File: config.mk
export PLATFORM = sky130hd
export DESIGN_NAME = overwriting_ring_buffer
export DESIGN_NICKNAME = d
export VERILOG_FILES = /design/src/design/orb_pkg.sv /design/src/design/overwriting_ring_buffer.sv /design/src/design/orb_cell.sv
export SDC_FILE = /design/constraint.sdc
export NUM_CORES = 1
export LEC_CHECK = 0
export BUFFER_PORTS_ARGS = -buffer_cell sky130_fd_sc_hd__clkbuf_2
export CORE_ASPECT_RATIO = 1.4
export CORE_MARGIN = 1
export CORE_UTILIZATION = 50
export DETAILED_ROUTE_END_ITERATION = 12
export HOLD_SLACK_MARGIN = 0.03
export PLACE_DENSITY = 0.74
export SYNTH_ARGS = -nofsm -noshare
export SYNTH_HDL_FRONTEND = slang
export SYNTH_HIERARCHICAL = 1
export SYNTH_SLANG_ARGS = --single-unit
File: constraint.sdc
create_clock -name clk -period 29.8 [get_ports clk]
set_input_delay 2.98 -clock clk [delete_from_list [all_inputs] [get_ports clk]]
set_output_delay 2.98 -clock clk [all_outputs]
set_load 0.005 [all_outputs]
File: src/design/orb_pkg.sv
`timescale 1ns / 1ps
// ----------------------------------------------------------------------------
// orb_pkg: shared types and codes of the overwriting ring buffer
// Request kinds, status codes and the control bundle that the top level
// broadcasts to every cell of the chain.
// ----------------------------------------------------------------------------
package orb_pkg;

	// Request kinds.
	localparam logic [1:0] REQ_PUSH  = 2'd0;
	localparam logic [1:0] REQ_POP   = 2'd1;
	localparam logic [1:0] REQ_READ  = 2'd2;
	localparam logic [1:0] REQ_CLEAR = 2'd3;

	// Result status codes.
	localparam logic [1:0] ST_OK        = 2'd0;
	localparam logic [1:0] ST_EMPTY     = 2'd1;
	localparam logic [1:0] ST_RANGE     = 2'd2;
	localparam logic [1:0] ST_OVERWRITE = 2'd3;

	// Control broadcast to every cell in a cycle.
	typedef struct packed {
		logic shift;  // each cell takes its upper neighbor's entry; on a push the last takes the push
		logic load;   // a push writes its value into the selected cell
		logic scan;   // the read bus moves one cell toward the front
	} cell_ctl_t;

endpackage

File: src/design/overwriting_ring_buffer.sv
`timescale 1ns / 1ps
// ----------------------------------------------------------------------------
// overwriting_ring_buffer: ring buffer that overwrites its oldest entry
// Fixed-depth buffer of DEPTH entries kept in a chain of cells in age order.
// ----------------------------------------------------------------------------
// Usage:
// A request (req_type, push_value, position) is taken when in_valid is high
// and in_stall is low. Each request gives one result (read_data, status,
// count, is_full, is_empty, front_data, back_data), offered on out_valid and
// held until out_stall is low.
// Entries sit in the chain with the oldest in cell zero. A push writes the
// cell at the current count, or shifts the whole chain and writes the last
// cell when full. A pop hands the front entry out and shifts the chain.
// A push, pop, clear or out-of-range read goes from idle to the form state,
// where its result goes into the output register once that is free; the
// input stalls until the block is idle again. A read in range at position p
// sends the entry down the read bus one cell per cycle, from cell p to
// cell zero. A new request is taken while an earlier result waits in the
// output register; its own result waits until the receiver takes the older
// one, and the input stalls meanwhile.
// Reset empties the buffer and drops any pending result; the cell contents
// need no clearing since only held entries are ever read.
// ----------------------------------------------------------------------------
module overwriting_ring_buffer #(
	parameter int DEPTH      = 16,
	parameter int DATA_WIDTH = 32
) (
	input  logic               clk,
	input  logic               arst_n,
	input  logic               in_valid,
	output logic               in_stall,
	input  logic [1:0]         req_type,
	input  logic signed [31:0] push_value,
	input  logic [3:0]         position,
	output logic               out_valid,
	input  logic               out_stall,
	output logic signed [31:0] read_data,
	output logic [1:0]         status,
	output logic [4:0]         count,
	output logic               is_full,
	output logic               is_empty,
	output logic signed [31:0] front_data,
	output logic signed [31:0] back_data
);

	localparam int CNT_W = $clog2(DEPTH + 1);
	localparam int CMP_W = (CNT_W > 4) ? CNT_W : 4;
	localparam int EXT_W = (DATA_WIDTH > 32) ? DATA_WIDTH : 32;

	localparam logic [1:0] S_IDLE = 2'd0;
	localparam logic [1:0] S_SCAN = 2'd1;
	localparam logic [1:0] S_FORM = 2'd2;

	logic [1:0]            state_q;
	logic [CNT_W-1:0]      count_q;
	logic [DATA_WIDTH-1:0] back_q;
	logic [DATA_WIDTH-1:0] rdata_q;
	logic [1:0]            status_q;
	logic                  is_read_q;
	logic [3:0]            pos_q;
	logic [3:0]            scan_cnt_q;

	logic                  out_valid_q;
	logic signed [31:0]    read_data_q;
	logic [1:0]            status_out_q;
	logic [4:0]            count_out_q;
	logic                  full_out_q;
	logic                  empty_out_q;
	logic signed [31:0]    front_q;
	logic signed [31:0]    back_out_q;

	logic                  accept;
	logic                  full;
	logic                  empty;
	logic                  in_range;
	logic                  out_free;
	logic [CNT_W-1:0]      sel;
	logic signed [EXT_W-1:0] push_ext;
	logic [DATA_WIDTH-1:0] push_data;
	orb_pkg::cell_ctl_t    ctl;

	logic [DATA_WIDTH-1:0] data_w [DEPTH+1];
	logic [DATA_WIDTH-1:0] bus_w  [DEPTH+1];

	// Sign-extend a stored entry from DATA_WIDTH and keep its low 32 bits.
	function automatic logic signed [31:0] to_out(input logic [DATA_WIDTH-1:0] v);
		logic signed [EXT_W-1:0] ext;
		ext = EXT_W'($signed(v));
		return ext[31:0];
	endfunction

	assign accept   = in_valid && !in_stall;
	assign in_stall = (state_q != S_IDLE);
	assign full     = (count_q == CNT_W'(DEPTH));
	assign empty    = (count_q == '0);
	assign in_range = (CMP_W'(position) < CMP_W'(count_q));
	assign out_free = !out_valid_q || !out_stall;

	assign push_ext  = EXT_W'(push_value);
	assign push_data = push_ext[DATA_WIDTH-1:0];

	// Cells are selected by the tail index for a push, by the position while
	// the read bus runs.
	assign sel = (state_q == S_SCAN) ? CNT_W'(pos_q) : count_q;

	// Control broadcast to the chain.
	always_comb begin
		ctl.shift = accept && (((req_type == orb_pkg::REQ_PUSH) && full)
			|| ((req_type == orb_pkg::REQ_POP) && !empty));
		ctl.load  = accept && (req_type == orb_pkg::REQ_PUSH);
		ctl.scan  = (state_q == S_SCAN);
	end

	// The chain of cells, oldest entry in cell zero.
	assign data_w[DEPTH] = '0;
	assign bus_w[DEPTH]  = '0;

	for (genvar i = 0; i < DEPTH; i++) begin : g_cell
		orb_cell #(
			.DATA_WIDTH(DATA_WIDTH),
			.CNT_W     (CNT_W),
			.INDEX     (i),
			.LAST      (i == DEPTH - 1)
		) u_cell (
			.clk      (clk),
			.ctl      (ctl),
			.sel      (sel),
			.push_data(push_data),
			.next_data(data_w[i+1]),
			.next_bus (bus_w[i+1]),
			.data_q   (data_w[i]),
			.bus_q    (bus_w[i])
		);
	end

	// Sequencer and fill count.
	always_ff @(posedge clk or negedge arst_n) begin
		if (!arst_n) begin
			state_q    <= S_IDLE;
			count_q    <= '0;
			scan_cnt_q <= '0;
		end else begin
			case (state_q)
				S_IDLE: begin
					if (accept) begin
						case (req_type)
							orb_pkg::REQ_PUSH: begin
								state_q <= S_FORM;
								if (!full) begin
									count_q <= count_q + CNT_W'(1);
								end
							end
							orb_pkg::REQ_POP: begin
								state_q <= S_FORM;
								if (!empty) begin
									count_q <= count_q - CNT_W'(1);
								end
							end
							orb_pkg::REQ_READ: begin
								scan_cnt_q <= '0;
								state_q    <= in_range ? S_SCAN : S_FORM;
							end
							default: begin
								state_q <= S_FORM;
								count_q <= '0;
							end
						endcase
					end
				end
				S_SCAN: begin
					scan_cnt_q <= scan_cnt_q + 4'd1;
					if (scan_cnt_q == pos_q) begin
						state_q <= S_FORM;
					end
				end
				S_FORM: begin
					if (out_free) begin
						state_q <= S_IDLE;
					end
				end
				default: begin
					state_q <= S_IDLE;
				end
			endcase
		end
	end

	// Per-request payload captured at acceptance.
	always_ff @(posedge clk) begin
		if (accept) begin
			pos_q     <= position;
			is_read_q <= (req_type == orb_pkg::REQ_READ);
			case (req_type)
				orb_pkg::REQ_PUSH: begin
					back_q   <= push_data;
					rdata_q  <= '0;
					status_q <= full ? orb_pkg::ST_OVERWRITE : orb_pkg::ST_OK;
				end
				orb_pkg::REQ_POP: begin
					if (empty) begin
						rdata_q  <= '0;
						status_q <= orb_pkg::ST_EMPTY;
					end else begin
						rdata_q  <= data_w[0];
						status_q <= orb_pkg::ST_OK;
					end
				end
				orb_pkg::REQ_READ: begin
					rdata_q  <= '0;
					status_q <= in_range ? orb_pkg::ST_OK : orb_pkg::ST_RANGE;
				end
				default: begin
					rdata_q  <= '0;
					status_q <= orb_pkg::ST_OK;
				end
			endcase
		end
	end

	// Output register valid flag.
	always_ff @(posedge clk or negedge arst_n) begin
		if (!arst_n) begin
			out_valid_q <= 1'b0;
		end else if ((state_q == S_FORM) && out_free) begin
			out_valid_q <= 1'b1;
		end else if (!out_stall) begin
			out_valid_q <= 1'b0;
		end
	end

	// Output register payload, formed from the settled chain.
	always_ff @(posedge clk) begin
		if ((state_q == S_FORM) && out_free) begin
			if (is_read_q && (status_q == orb_pkg::ST_OK)) begin
				read_data_q <= to_out(bus_w[0]);
			end else begin
				read_data_q <= to_out(rdata_q);
			end
			status_out_q <= status_q;
			count_out_q  <= 5'(count_q);
			full_out_q   <= full;
			empty_out_q  <= empty;
			front_q      <= empty ? 32'sd0 : to_out(data_w[0]);
			back_out_q   <= empty ? 32'sd0 : to_out(back_q);
		end
	end

	assign out_valid  = out_valid_q;
	assign read_data  = read_data_q;
	assign status     = status_out_q;
	assign count      = count_out_q;
	assign is_full    = full_out_q;
	assign is_empty   = empty_out_q;
	assign front_data = front_q;
	assign back_data  = back_out_q;

endmodule

File: src/design/orb_cell.sv
`timescale 1ns / 1ps
// ----------------------------------------------------------------------------
// orb_cell: one entry of the ring buffer chain
// Holds the entry at a fixed distance from the front. Entries move one cell
// toward the front on a pop or an overwriting push, and a read value travels
// down a registered bus from the selected cell to cell zero.
// ----------------------------------------------------------------------------
module orb_cell #(
	parameter int DATA_WIDTH = 32,
	parameter int CNT_W      = 5,
	parameter int INDEX      = 0,
	parameter bit LAST       = 1'b0
) (
	input  logic                  clk,
	input  orb_pkg::cell_ctl_t    ctl,
	input  logic [CNT_W-1:0]      sel,
	input  logic [DATA_WIDTH-1:0] push_data,
	input  logic [DATA_WIDTH-1:0] next_data,
	input  logic [DATA_WIDTH-1:0] next_bus,
	output logic [DATA_WIDTH-1:0] data_q,
	output logic [DATA_WIDTH-1:0] bus_q
);

	logic hit;

	assign hit = (sel == CNT_W'(INDEX));

	// Entry register: a push lands at the tail, which is the last cell when
	// the chain shifts and the selected cell otherwise.
	always_ff @(posedge clk) begin
		if (ctl.load && (ctl.shift ? LAST : hit)) begin
			data_q <= push_data;
		end else if (ctl.shift) begin
			data_q <= next_data;
		end
	end

	// Read bus: the selected cell drops its entry on the bus, the others
	// pass on what the cell above them held.
	always_ff @(posedge clk) begin
		if (ctl.scan) begin
			bus_q <= hit ? data_q : next_bus;
		end
	end

endmodule

# Word-level counts from Yosys, hierarchy flattened
# Cells that the tools add are included.
[op_classes] add_sub_neg=3 n_lt_le_gt_ge=1 n_reduce_logical=56 muxes=84 n_eq_ne=28 bitwise_logic=1
[ops] operator="$mux 32" n=49
[ops] operator="$eq 5x4->1 const B" n=8
[ops] operator="$reduce_bool 2->1" n=18
[ops] operator="$logic_and 1x1->1" n=23
[ops] operator="$eq 5x3->1 const B" n=4
[ops] operator="$mux 1" n=19
[ops] operator="$mux 5" n=3
[ops] operator="$pmux 5 s3" n=1
[ops] operator="$mux 2" n=7
[ops] operator="$pmux 2 s3" n=2
[ops] operator="$eq 5x2->1 const B" n=2
[ops] operator="$logic_not 5->1" n=2
[ops] operator="$ne 2x2->1 const B" n=5
[ops] operator="$mux 4" n=2
[ops] operator="$pmux 4 s2" n=1
[ops] operator="$logic_not 2->1" n=3
[ops] operator="$reduce_and 3->1" n=2
[ops] operator="$add 5x1->5 const B" n=1
[ops] operator="$eq 5x1->1 const B" n=1
[ops] operator="$eq 5x5->1 const B" n=1
[ops] operator="$lt 4x5->1" n=1
[ops] operator="$reduce_and 5->1" n=1
[ops] operator="$sub 5x1->5 const B" n=1
[ops] operator="$add 4x1->4 const B" n=1
[ops] operator="8 further kinds" n=15
[totals] inputBits=42 regBits=1212

# Longest topological paths before layout
[depth] word_depth=8 mapped_depth=10 mapped_depth_nobuf=7

# By module
# Netlist, hierarchy kept.
[modules_own_cells] module="orb_cell at g_cell[10].u_cell ..." area_each_um2=2760.1 cells_each=139 seq_area_each_um2=1921.8 n_inst=4
[modules_own_cells] module="overwriting_ring_buffer" area_each_um2=7319.5 cells_each=433 seq_area_each_um2=5585.4 n_inst=1
[modules_own_cells] module="orb_cell at g_cell[4].u_cell ..." area_each_um2=2997.9 cells_each=140 seq_area_each_um2=1921.8 n_inst=2
[modules_own_cells] module="orb_cell at g_cell[11].u_cell ..." area_each_um2=2894.0 cells_each=140 seq_area_each_um2=1921.8 n_inst=2
[modules_own_cells] module="orb_cell at g_cell[1].u_cell ..." area_each_um2=2757.6 cells_each=139 seq_area_each_um2=1921.8 n_inst=2
[modules_own_cells] module="orb_cell at g_cell[13].u_cell ..." area_each_um2=2745.1 cells_each=140 seq_area_each_um2=1921.8 n_inst=2
[modules_own_cells] module="orb_cell at g_cell[15].u_cell" area_each_um2=3832.4 cells_each=292 seq_area_each_um2=1921.8 n_inst=1
[modules_own_cells] module="orb_cell at g_cell[3].u_cell" area_each_um2=2856.5 cells_each=139 seq_area_each_um2=1921.8 n_inst=1
[modules_own_cells] module="orb_cell at g_cell[12].u_cell" area_each_um2=2772.7 cells_each=139 seq_area_each_um2=1921.8 n_inst=1
[modules_own_cells] module="orb_cell at g_cell[0].u_cell" area_each_um2=2713.9 cells_each=139 seq_area_each_um2=1921.8 n_inst=1

# Least setup slack after synthesis
# OpenSTA, ideal clock, no wires.
[synth_timing] path_type="flip-flop to flip-flop" from="reg state_q[0]" to="reg g_cell[8].u_cell.data_q[0], enable pin" t_arrival_ps=25696 stages_incl_launch_ff=8 path_slack_ps=3676 period_less_slack_ps=26124 cell_sequence="dfrtp_1 nor2b_1 clkbuf_1 nor2_1 nor3_4 nand3b_4 buf_6 o21bai_1"
[synth_lines] element="start, declared" line_no="overwriting_ring_buffer.sv:54" text="logic [1:0] state_q;"
[synth_lines] element="start signal, assigned" line_no="overwriting_ring_buffer.sv:161" text="state_q <= in_range ? S_SCAN : S_FORM;"
[synth_lines] element="end signal, assigned" line_no="orb_cell.sv:32" text="data_q <= push_data;"
[synth_lines] element="end signal, assigned" line_no="orb_cell.sv:34" text="data_q <= next_data;"
[synth_lines] element="end, declared" line_no="orb_cell.sv:20" text="output logic [DATA_WIDTH-1:0] data_q,"

==> results.md <==
* Clock-pin transition on the worst setup and hold timing paths at 0.06 ns
* Setup TNS at 0 ns
* Share of cells above drive strength 1 at 0.441
* Clock skew at 0.0313 ns
* Final setup viols at 0
* Top FF cell, synth: edfxtp_1
* Top cell by count, worst path: buf_4
* Post-CTS sizing at 0
* CP delay by family, top: simple AND/OR/NAND/NOR gates
* CTS tree: yes
* Leading area contributor after synthesis: edfxtp_1
* Crit Path Category: input pin to register
* Worst path cell trace: clkbuf_2, nand2_1, nor3_2, buf_4, buf_4, nand4bb_1, or3_2, mux2_4
* Status: completed
* Largest net degree at the start of global routing at 156
* Startpoint Class: input pin
* R2R setup slack at 24.22 ns
* Post-Syn Instances at 2816
* Final nets at 3123
* Synth warn at 6
* Die Area at 108000 µm²
* Initial core utilization at 0.505
* Required @ worst endpoint at 30.21 ns
* CP peak stage delay at 0.90 ns
* Height of the die at 388 µm
* Antenna Cells at 0
* WL per Instance at 18.5 µm
* Hold Path Class: register to register
* Routed vias at 24478
* Row count at 141
* Relative slew slack at 0.279
* Min Tclk post-route at 5.89 ns
* Top post-synthesis cells by area: edfxtp_1 68%, mux2_2 16%, mux2_4 6.7%
* Syn_area_per_cell at 18.9 µm²
* DRC viols at 0
* Max FO, Critical Path at 65
* Fin. max-slew vios at 0
* Clk_lat worst skew at 0.68 ns
* Top Ports at 149
* Place WS at 23.25 ns
* Worst Setup End Kind: register
* Htree depth at 3
* Synth Cell Area at 53300 µm²
* Initial antenna violation count at 0
* Clock sink total at 1212
* Netlist cell types at 62
* Worst path bufs/invs at 3
* Die X at 278 µm
* Post-synth top area share at 0.676
* Global route overflow at 0
* Final Cycle Share at 0.198
* Power density over the cells at 83.2 nW/µm²
* RSZ-0062 raised after global routing: no
* Most numerous cell in the Yosys netlist: edfxtp_1
* Post-synth EDFFs at 1200
* Least-Margin Pin Slew at 1.08 ns
* Final setup margin at 23.91 ns
* Drt total wl at 83600 µm
* All-Layer GR Usage at 0.155
* Setup bufs post-CTS at 0
* Area Growth Syn to Fin at 11.1%
* Max-cap viol count at 0
* Top post-synthesis cells by count: 1200 x edfxtp_1, 739 x mux2_2, 237 x mux2_4, 65 x and2_1, 57 x nand2_1
* Final count of hold timing violations at 0
* Dpl hpwl at 55300 µm
* Vias in the first global route at 26700
* Vias/cell at 5.41
* Fillers at 7644
* Detail Route Antenna Nets at 0
* Pleak at 21.0 nW
* I/O Buffers at 148
* VDD IR-drop max at 69.9 µV
* CTS Buffer Depth at 3
* FFs w/ async S/R, synth at 0.00990
* Seq/Total Area, Yosys at 0.681
* FMAX at 0.170 GHz
* CP arrival at 6.30 ns
* Initial DRC Count at 1464
* First-pass GRT wire length at 137000 µm
* Hold-fix buffers, CTS at 0
* Clock root buffer: clkbuf_16
* Router iterations before antenna repair at 8
* Core area at 106000 µm²
* Placer Congestion at 0.749
* Slowest CP cell: or3_2
* Number of CTS-inserted buffers at 109
* Synthesis-stage register bit count at 1212
[cell type report]
class	count	area [µm²]	share of cell area
multi-input combinational	1540	16200	0.274
sequential	1212	36300	0.613
tap	1358	1700	0.0287
clock buffer	141	2960	0.0500
clock inverter	62	890	0.0150
inverter	17	63.8	0.00108
timing repair buffer	193	1090	0.0184
[worst paths after layout]
kind	start	to	depth (start not counted)
min in group asynchronous	arst_n	count_q[2]	1
max reg2reg	state_q[0]	g_cell[15].u_cell/data_q[7]	10
min reg2reg	status_q[0]	status[0]	0
max	in_valid	g_cell[11].u_cell/data_q[3]	8
max in group asynchronous	arst_n	count_q[4]	1
min	status_q[0]	status[0]	0
[per-layer routing]
| layer | share of wire | vias to the layer above | GRT usage |
|---|---|---|---|
| met3 | 0.040 | 116 | 0.0260 |
| met5 | 0 | - | 0 |
| met2 | 0.54 | 517 | 0.293 |
| li1 | - | 11543 | - |
| met1 | 0.40 | 12302 | 0.179 |
| met4 | 0.017 | 0 | 0.0441 |
[where the power goes]
part           internal, mW  total [mW]  switching [mW]
Sequential             2.37        2.48           0.101
Clock                 0.877        1.48           0.599
Combinational         0.436       0.979           0.543
[cell families (layout without fill, tap and decap cells)]
| logic type | Yosys count | in the layout | share of synthesized area |
|---|---|---|---|
| mux | 1059 | 1059 | 0.240 |
| buf+inv | 159 | 413 | 0.0227 |
| xor+xnor | 7 | 7 | 0.00115 |
| compound gates | 82 | 82 | 0.0131 |
| simple gates | 288 | 288 | 0.0401 |
| fa+ha+maj | 8 | 8 | 0.00202 |
| other cells | 1 | 96 | 0.0000703 |
| flops | 1212 | 1212 | 0.681 |
[layout by cell type, fill, tap and decap left out, types with 17 or more instances in the layout]
| master | count |
|---|---|
| buf_4 | 44 |
| mux2_4 | 237 |
| mux2_2 | 739 |
| and4_1 | 32 |
| inv_1 | 17 |
| edfxtp_1 | 1200 |
| bufinv_16 | 20 |
| nand2_1 | 57 |
| and3_1 | 32 |
| clkbuf_16 | 111 |
| and2_1 | 65 |
| conb_1 | 96 |
| clkbuf_2 | 148 |
| a222oi_1 | 32 |
| clkbuf_1 | 23 |
| mux2_1 | 49 |
| mux2i_1 | 34 |
| nor2b_1 | 36 |
[flip-flops by register name (all words and copies together), names as in the netlist, 4 cells and up]
| register | flops |
|---|---|
| count_q | 5 |
| read_data | 32 |
| g_cell.u_cell/data_q | 512 |
| count | 5 |
| back_q | 32 |
| pos_q | 4 |
| scan_cnt_q | 4 |
| back_data | 32 |
| front_data | 32 |
| rdata_q | 32 |
| g_cell.u_cell/bus_q | 512 |
[metrics by stage]
step / total power [mW] / instances / hold WS (ns) / util / instance area (µm²)
after floorplan: 3.36 / 2911 / 0.423 / - / 53700
after global placement: 3.44 / 4320 / 0.458 / 0.524 / 55400
after detailed placement: 3.49 / 4320 / 0.464 / 0.524 / 55400
after CTS: 4.97 / 4523 / 0.478 / 0.561 / 59300
after global routing: 5.15 / 4523 / 0.502 / 0.561 / 59300
final: 4.93 / 4523 / 0.478 / 0.561 / 59300
[worst register-to-register path, delay by kind of cell (launching register included)]
family                 cells  cell delay [ns]
DFF                        1             0.48
AOI/OAI and AO/OA          2             0.73
and+or+nand+nor            4             1.96
buffers and inverters      4             2.06
Note: power is estimated with default switching activity, not from simulation.
